$ cat config.mk
export PLATFORM = sky130hd
export DESIGN_NAME = ring_fifo_with_search_top
export DESIGN_NICKNAME = d
export VERILOG_FILES = /design/src/rfs_pkg.sv /design/src/ring_fifo_with_search_top.sv /design/src/rfs_cell.sv
export VERILOG_INCLUDE_DIRS = /design/src /design/src/src
export SDC_FILE = /design/constraint.sdc
export NUM_CORES = 1
export LEC_CHECK = 0
export BUFFER_PORTS_ARGS = -buffer_cell sky130_fd_sc_hd__clkbuf_2
export CAP_MARGIN = 10
export CORE_AREA = 2 2 212 235
export CTS_CLUSTER_DIAMETER = 80
export DETAILED_ROUTE_END_ITERATION = 7
export DIE_AREA = 0 0 214 237
export HOLD_SLACK_MARGIN = 0.05
export PLACE_DENSITY_LB_ADDON = 0.3
export SLEW_MARGIN = 5
export SYNTH_ARGS = -nofsm -noshare
export SYNTH_HDL_FRONTEND = slang
export SYNTH_HIERARCHICAL = 1
export SYNTH_SLANG_ARGS = --single-unit
$ cat constraint.sdc
create_clock -name clk -period 8.61 [get_ports clk]
set_input_delay 1.722 -clock clk [delete_from_list [all_inputs] [get_ports clk]]
set_output_delay 1.722 -clock clk [all_outputs]
set_load 0.01 [all_outputs]
$ cat src/ring_fifo_with_search_top_defines.svh
`ifndef RING_FIFO_WITH_SEARCH_TOP_DEFINES_SVH
`define RING_FIFO_WITH_SEARCH_TOP_DEFINES_SVH

// same-cycle implication, sampled on clk, off during reset
`define RFS_ASSERT_IMP(lbl, ante, cons, msg) \
	lbl: assert property (@(posedge clk) disable iff (!arst_n) (ante) |-> (cons)) \
		else $error(msg);

// next-cycle implication
`define RFS_ASSERT_NXT(lbl, ante, cons, msg) \
	lbl: assert property (@(posedge clk) disable iff (!arst_n) (ante) |=> (cons)) \
		else $error(msg);

`endif

$ cat src/rfs_pkg.sv
`default_nettype none

package rfs_pkg;

	localparam int unsigned CNT_W  = 5;
	localparam int unsigned POS_W  = 4;
	localparam int unsigned WORD_W = 32;
	localparam int unsigned OP_W   = 3;

	localparam logic [OP_W-1:0] OP_ENQUEUE = 3'd0;
	localparam logic [OP_W-1:0] OP_DEQUEUE = 3'd1;
	localparam logic [OP_W-1:0] OP_PEEK    = 3'd2;
	localparam logic [OP_W-1:0] OP_CLEAR   = 3'd3;
	localparam logic [OP_W-1:0] OP_SEARCH  = 3'd4;

	typedef struct packed {
		logic [OP_W-1:0]          operation;
		logic signed [WORD_W-1:0] value;
	} in_item_t;

	typedef struct packed {
		logic                     ok;
		logic signed [WORD_W-1:0] data_out;
		logic [POS_W-1:0]         match_position;
		logic [CNT_W-1:0]         count;
		logic                     is_empty;
		logic                     is_full;
	} out_item_t;

	// broadcast to every cell of the chain
	typedef struct packed {
		logic shift;    // dequeue: each cell takes its upper neighbor's word, the last keeps its own
		logic write;    // enqueue: the cell at the tail position loads the value
		logic capture;  // search start: each cell latches its compare result
		logic scan;     // search step: hit flags move one cell toward the front
	} cell_ctrl_t;

endpackage

`default_nettype wire

$ cat src/ring_fifo_with_search_top.sv
// channel | dir | handshake            | beat
// in      | in  | in_valid / in_ready   | in_item   (operation, value)
// out     | out | out_valid / out_ready | out_item  (ok, data_out, match_position,
//         |     |                       |            count, is_empty, is_full)
// cfg     | in  | cfg_valid / cfg_ready | cfg_data  (capacity)
//
// Enqueue, dequeue, peek and clear finish as the beat is taken; the result is registered
// in the output register and the next beat is taken in the same cycle it leaves.
// Search scans from the front until the first match or the last entry (an empty
// queue answers like the other operations); the hit flags step down the cell chain one cell per cycle.
// After reset the queue is empty and capacity is 16 (or DEPTH if smaller);
// the cells are not cleared. A stalled output holds new beats off the input.
`default_nettype none

`include "ring_fifo_with_search_top_defines.svh"

module ring_fifo_with_search_top import rfs_pkg::*; #(
	parameter int unsigned DEPTH = 16
) (
	input  wire logic             clk,
	input  wire logic             arst_n,
	input  wire logic             in_valid,
	output logic                  in_ready,
	input  wire in_item_t         in_item,
	output logic                  out_valid,
	input  wire logic             out_ready,
	output out_item_t             out_item,
	input  wire logic             cfg_valid,
	output logic                  cfg_ready,
	input  wire logic [CNT_W-1:0] cfg_data
);

	// capacity register is 5 bits, so no more than 31 cells are ever reachable
	localparam int unsigned CELLS = (DEPTH < 31) ? DEPTH : 31;
	localparam logic [CNT_W-1:0] CAP_LIM = CNT_W'(CELLS);
	localparam logic [CNT_W-1:0] CAP_RST = CNT_W'((CELLS < 16) ? CELLS : 16);

	typedef enum logic {
		ST_IDLE,
		ST_SCAN
	} state_t;

	state_t           state_q;
	logic [CNT_W-1:0] count_q;
	logic [CNT_W-1:0] cap_q;
	logic [CNT_W-1:0] scan_q;
	logic             out_valid_q;
	out_item_t        out_q;

	logic             in_fire;
	logic [CNT_W-1:0] cap_d;
	logic [CNT_W-1:0] count_d;
	out_item_t        res_d;
	logic             res_load;
	logic             scan_start;
	logic             scan_done;
	cell_ctrl_t       cell_ctrl;

	logic signed [WORD_W-1:0] cell_data [CELLS];
	logic signed [WORD_W-1:0] nxt_data  [CELLS];
	logic [CELLS-1:0]         cell_hit;
	logic [CELLS-1:0]         nxt_hit;

	for (genvar i = 0; i < CELLS; i++) begin : g_cell
		if (i == CELLS - 1) begin : g_last
			assign nxt_data[i] = cell_data[i];
			assign nxt_hit[i]  = 1'b0;
		end else begin : g_mid
			assign nxt_data[i] = cell_data[i+1];
			assign nxt_hit[i]  = cell_hit[i+1];
		end
		rfs_cell #(
			.IDX(i)
		) u_cell (
			.clk       (clk),
			.ctrl      (cell_ctrl),
			.tail      (count_q),
			.value     (in_item.value),
			.next_data (nxt_data[i]),
			.next_hit  (nxt_hit[i]),
			.data      (cell_data[i]),
			.hit       (cell_hit[i])
		);
	end

	assign in_fire   = in_valid && in_ready;
	assign in_ready  = (state_q == ST_IDLE) && (!out_valid_q || out_ready);
	assign cfg_ready = 1'b1;
	assign out_valid = out_valid_q;
	assign out_item  = out_q;

	// out-of-range capacity folds into 1..CELLS
	always_comb begin
		if (cfg_data == '0) begin
			cap_d = CNT_W'(1);
		end else if (cfg_data > CAP_LIM) begin
			cap_d = CAP_LIM;
		end else begin
			cap_d = cfg_data;
		end
	end

	always_comb begin
		cell_ctrl  = '0;
		count_d    = count_q;
		res_load   = 1'b0;
		scan_start = 1'b0;
		scan_done  = 1'b0;
		res_d      = '0;
		if (state_q == ST_IDLE) begin
			if (in_fire) begin
				res_load = 1'b1;
				case (in_item.operation)
					OP_ENQUEUE: begin
						if (count_q < cap_q) begin
							cell_ctrl.write = 1'b1;
							count_d         = count_q + CNT_W'(1);
							res_d.ok        = 1'b1;
						end
					end
					OP_DEQUEUE: begin
						if (count_q != '0) begin
							cell_ctrl.shift = 1'b1;
							count_d         = count_q - CNT_W'(1);
							res_d.ok        = 1'b1;
							res_d.data_out  = cell_data[0];
						end
					end
					OP_PEEK: begin
						if (count_q != '0) begin
							res_d.ok       = 1'b1;
							res_d.data_out = cell_data[0];
						end
					end
					OP_CLEAR: begin
						count_d  = '0;
						res_d.ok = 1'b1;
					end
					OP_SEARCH: begin
						cell_ctrl.capture = 1'b1;
						if (count_q != '0) begin
							res_load   = 1'b0;
							scan_start = 1'b1;
						end
					end
					default: begin
					end
				endcase
			end
		end else begin
			// front cell's hit flag now belongs to entry scan_q
			if (cell_hit[0]) begin
				res_load             = 1'b1;
				scan_done            = 1'b1;
				res_d.ok             = 1'b1;
				res_d.match_position = scan_q[POS_W-1:0];
			end else if (CNT_W'(scan_q + CNT_W'(1)) == count_q) begin
				res_load  = 1'b1;
				scan_done = 1'b1;
			end else begin
				cell_ctrl.scan = 1'b1;
			end
		end
		res_d.count    = count_d;
		res_d.is_empty = (count_d == '0);
		res_d.is_full  = (count_d == cap_q);
	end

	always_ff @(posedge clk or negedge arst_n) begin
		if (!arst_n) begin
			state_q     <= ST_IDLE;
			count_q     <= '0;
			cap_q       <= CAP_RST;
			scan_q      <= '0;
			out_valid_q <= 1'b0;
		end else begin
			if (res_load) begin
				out_valid_q <= 1'b1;
			end else if (out_ready) begin
				out_valid_q <= 1'b0;
			end
			if (cfg_valid) begin
				cap_q   <= cap_d;
				count_q <= '0;
			end else begin
				count_q <= count_d;
			end
			case (state_q)
				ST_IDLE: begin
					if (scan_start) begin
						state_q <= ST_SCAN;
						scan_q  <= '0;
					end
				end
				ST_SCAN: begin
					if (scan_done) begin
						state_q <= ST_IDLE;
					end else begin
						scan_q <= scan_q + CNT_W'(1);
					end
				end
				default: begin
					state_q <= ST_IDLE;
				end
			endcase
		end
	end

	always_ff @(posedge clk) begin
		if (res_load) begin
			out_q <= res_d;
		end
	end

	`RFS_ASSERT_IMP(a_count_in_cap, 1'b1, count_q <= cap_q, "count above capacity")
	`RFS_ASSERT_IMP(a_no_accept_scan, state_q == ST_SCAN, !in_ready, "input taken during search")
	`RFS_ASSERT_IMP(a_scan_in_range, state_q == ST_SCAN, scan_q < count_q, "search ran past tail")
	`RFS_ASSERT_NXT(a_search_scans, in_fire && (in_item.operation == OP_SEARCH) && (count_q != '0) && !cfg_valid, state_q == ST_SCAN && !out_valid_q, "search did not start scan")

endmodule

`default_nettype wire

$ cat src/rfs_cell.sv
`default_nettype none

module rfs_cell import rfs_pkg::*; #(
	parameter int unsigned IDX = 0
) (
	input  wire logic                     clk,
	input  wire cell_ctrl_t               ctrl,
	input  wire logic [CNT_W-1:0]         tail,
	input  wire logic signed [WORD_W-1:0] value,
	input  wire logic signed [WORD_W-1:0] next_data,
	input  wire logic                     next_hit,
	output logic signed [WORD_W-1:0]      data,
	output logic                          hit
);

	logic signed [WORD_W-1:0] data_q;
	logic                     hit_q;

	always_ff @(posedge clk) begin
		if (ctrl.shift) begin
			data_q <= next_data;
		end else if (ctrl.write && (tail == CNT_W'(IDX))) begin
			data_q <= value;
		end
		if (ctrl.capture) begin
			hit_q <= (data_q == value);
		end else if (ctrl.scan) begin
			hit_q <= next_hit;
		end
	end

	assign data = data_q;
	assign hit  = hit_q;

endmodule

`default_nettype wire

==> metrics.md <==
| Metric | Value |
|---|---|
| Worst-case reg-to-reg path depth | `7` |
| Post-route clock period utilization | `51.4%` |
| CP Launch Type | `flop` |
| I/O Buffers | `90` |
| Vias in the first global route | `18,829` |
| DR vias | `18,188` |
| Deepest clock path buffer count | `3` |
| Cts bufs inserted | `60` |
| Top cells by count, synth | `edfxtp_1 (572), mux2_2 (460), xnor2_1 (264)` |
| Sw Ratio | `22.0%` |
| Hold Path Depth | `2` |
| Clk sink count | `589` |
| GR Util All Layers | `28.2%` |
| Synth Flop Type | `edfxtp_1` |
| Post-DRT Antenna Nets | `0` |
| Fmax | `0.226 GHz` |
| Final Hold Viols | `0` |
| DR vias/cell | `between 6 and 7` |
| Syn Inst Count | `2,148` |
| RSZ-0062 raised after global routing | `false` |
| Slew Viols, Final | `0` |
| Drt wl/cell | `24.1 um` |
| Root Driver | `clkbuf_16` |
| Die Width | `214 um` |
| Syn_nets | `2,200` |
| Area added between synthesis and finish | `10.2%` |
| Warnings from Yosys | `6` |
| Sw Pwr | `approximately 1.4 mW` |
| Overall Power | `6.21 mW` |
| Syn avg cell area | `14.5 sq um` |
| Final min period | `between 4000 and 5000 ps` |
| Final setup viols | `0` |
| Clock-pin slew of the registers on the worst-case setup and hold paths | `60 ps` |
| Most frequent cell after synthesis | `edfxtp_1` |
| Critical path class | `flop to flop` |
| DRC violations left | `0` |
| Slew at the pin closest to its max-slew limit | `about 1300 ps` |
| Req. time, crit path | `between 8000 and 9000 ps` |
| Sequential fraction of the synthesis area | `a little under three fifths` |
| IO Count | `just over 90` |
| Initial Util | `64.2%` |
| Setup crit end kind | `flop` |
| Leak Pwr | `11.4 nW` |
| TNS Setup | `0 ps` |
| H-tree levels | `2` |
| CTS tree | `done` |
| Die Height | `237 um` |
| Hold_buf cts | `0` |
| DR pass1 iterations | `5` |
| Nets@finish | `~2,300` |
| Critical Path AT | `4800 ps` |
| Comb power frac | `7.5%` |
| Critical-path maximum fanout | `214` |
| ANT cells | `0` |
| Initial antenna violation count | `1` |
| Int Power | `4.84 mW` |
| HP Class | `flop to flop` |
| Power Dens Cells | `181 nW/um^2` |
| Max-slew headroom | `around an eighth` |
| Final WL | `71.5 mm` |
| Worst skew pair latency | `630 ps` |
| Largest net degree at the start of global routing | `215` |
| Top cells by area, synth | `edfxtp_1 (55%), mux2_2 (17%), xnor2_1 (7.4%)` |
| Number of synthesized flops with an enable pin | `572` |
| Share of layout cells above drive strength 1 | `between 30% and 40%` |
| Yosys cell types | `57` |
| Rows | `85` |
| Share of the synthesized area in the top cell type | `55.3%` |
| Clk pwr share | `slightly above 40%` |
| Outcome | `complete, no violations` |
| Clock Skew | `21.3 ps` |
| Maximum vdd drop | `0.000185 V` |
| Global route overflow | `0` |
| Core footprint | `48,400 sq um` |
| Cell taking the most area after synthesis | `edfxtp_1` |
| FFs w/ async S/R, synth | `2.89%` |
| Placer Congestion | `~0.86` |
| Post-DP HPWL | `46.9 mm` |
| Max_cap viols | `0` |
| Filler cells | `3,200` |
| #FFs+latches synth | `just under 600` |
| DRT iter0 DRCs | `1,515` |
| First-pass GRT wire length | `between 100 and 150 mm` |
| Seq pwr share | `a little over 50%` |
| Post-CTS Setup Bufs | `0` |
| Die area | `50,700 sq um` |
| CTS-repair resized insts | `0` |
| Post-Syn Area | `31,100 sq um` |
[worst max-delay path, cell delays in order (launching register included)]
cell and delay (ps):
dfrtp_1 1020, inv_1 190, ha_1 320, or4b_4 270, nand3_1 210, inv_8 580, buf_12 680, mux2_2 430
[kinds of logic (layout without fill, tap and decap cells)]
kind of cell,after synthesis,in the layout,share of synthesized area [%]
flip-flops,589,589,56.7
XOR/XNOR,525,525,14.8
multiplexers,515,515,18.7
AND/OR/NAND/NOR,327,327,6.37
buffers and inverters,115,279,1.66
AO/OA/AOI/OAI,68,68,1.54
adder cells (fa/ha/maj),7,7,0.282
other,2,2,0.0242
[final timing paths]
check / from / endpoint / slack [ps]
max in group asynchronous: arst_n / cap_q[4] / 7210
max: count_q[0] / g_cell[15].u_cell/data[24] / 4180
min: cap_q[4] / cap_q[4] / 550
min in group asynchronous: arst_n / count_q[3] / 1050
max reg2reg: count_q[0] / g_cell[15].u_cell/data[24] / 4180
min reg2reg: cap_q[4] / cap_q[4] / 550
[metrics by stage]
step	hold WS [ps]	instance area [sq um]	setup WS [ps]	utilization [%]	instances
after floorplan	495	31100	2800	-	2148
after global placement	535	32300	3700	66.8	2850
after detailed placement	546	32300	3610	66.8	2850
after CTS	555	34200	4250	70.7	2962
after global routing	591	34200	3950	70.8	2964
final	548	34200	4180	70.8	2964
[state kept, by name, summed over array words and instances, names as in the netlist]
| name | flops |
|---|---|
| g_cell.u_cell/hit | 16 |
| out_item | 44 |
| cap_q | 5 |
| g_cell.u_cell/data | 512 |
| state_q | 1 |
| count_q | 5 |
| scan_q | 5 |
| out_valid | 1 |
[layer usage]
layer	global-route usage, %	part of all wire [%]
met1	32.5	37
met2	50.5	52
met3	4.01	4.4
met4	15.9	6.0
met5	0	0
[layout by cell type, fill, tap and decap left out, types with 3 or more instances in the layout]
master       n
edfxtp_1   572
mux2_1      53
nor4bb_1     8
nand2b_1     5
or2_2       16
bufinv_16    6
a21o_1       3
nand2_1     16
buf_4       32
nand4_1     78
clkbuf_1    11
nor2b_1      4
ha_1         7
a31o_2      13
nand3_1     25
and3_1       9
a21oi_1      6
o21ai_1      4
xor2_1     261
nor4b_1      3
and2_1      37
nor3_1      23
clkbuf_16   61
o22ai_1     16
dfrtp_1     16
o21ai_0      7
inv_1       39
mux2_2     460
clkinv_2    14
nor4_1      70
clkinv_1    18
nor2_1      19
and4b_1      3
xnor2_1    264
clkbuf_2    90
[power groups by stage]
| stage | combinational, mW | clock (mW) | sequential [mW] |
|---|---|---|---|
| finish | 0.468 | 2.55 | 3.19 |
| CTS | 0.466 | 2.59 | 3.19 |
| global route | 0.502 | 2.70 | 3.19 |
| global placement | 0.447 | 0 | 3.25 |
| floorplan | 0.258 | 0 | 3.25 |
| detailed placement | 0.460 | 0 | 3.25 |
[final cells by class]
cell class | instances | area [sq um] | share of cell area, %
flip-flops and latches | 589 | 17600 | 51.4
well taps | 652 | 816 | 2.38
inverters | 41 | 161 | 0.471
clock inverters | 40 | 335 | 0.979
clock buffers | 72 | 1570 | 4.58
multi-input cells | 1444 | 13000 | 37.9
repair buffers | 126 | 769 | 2.25
(Power assumes the default switching activity.)
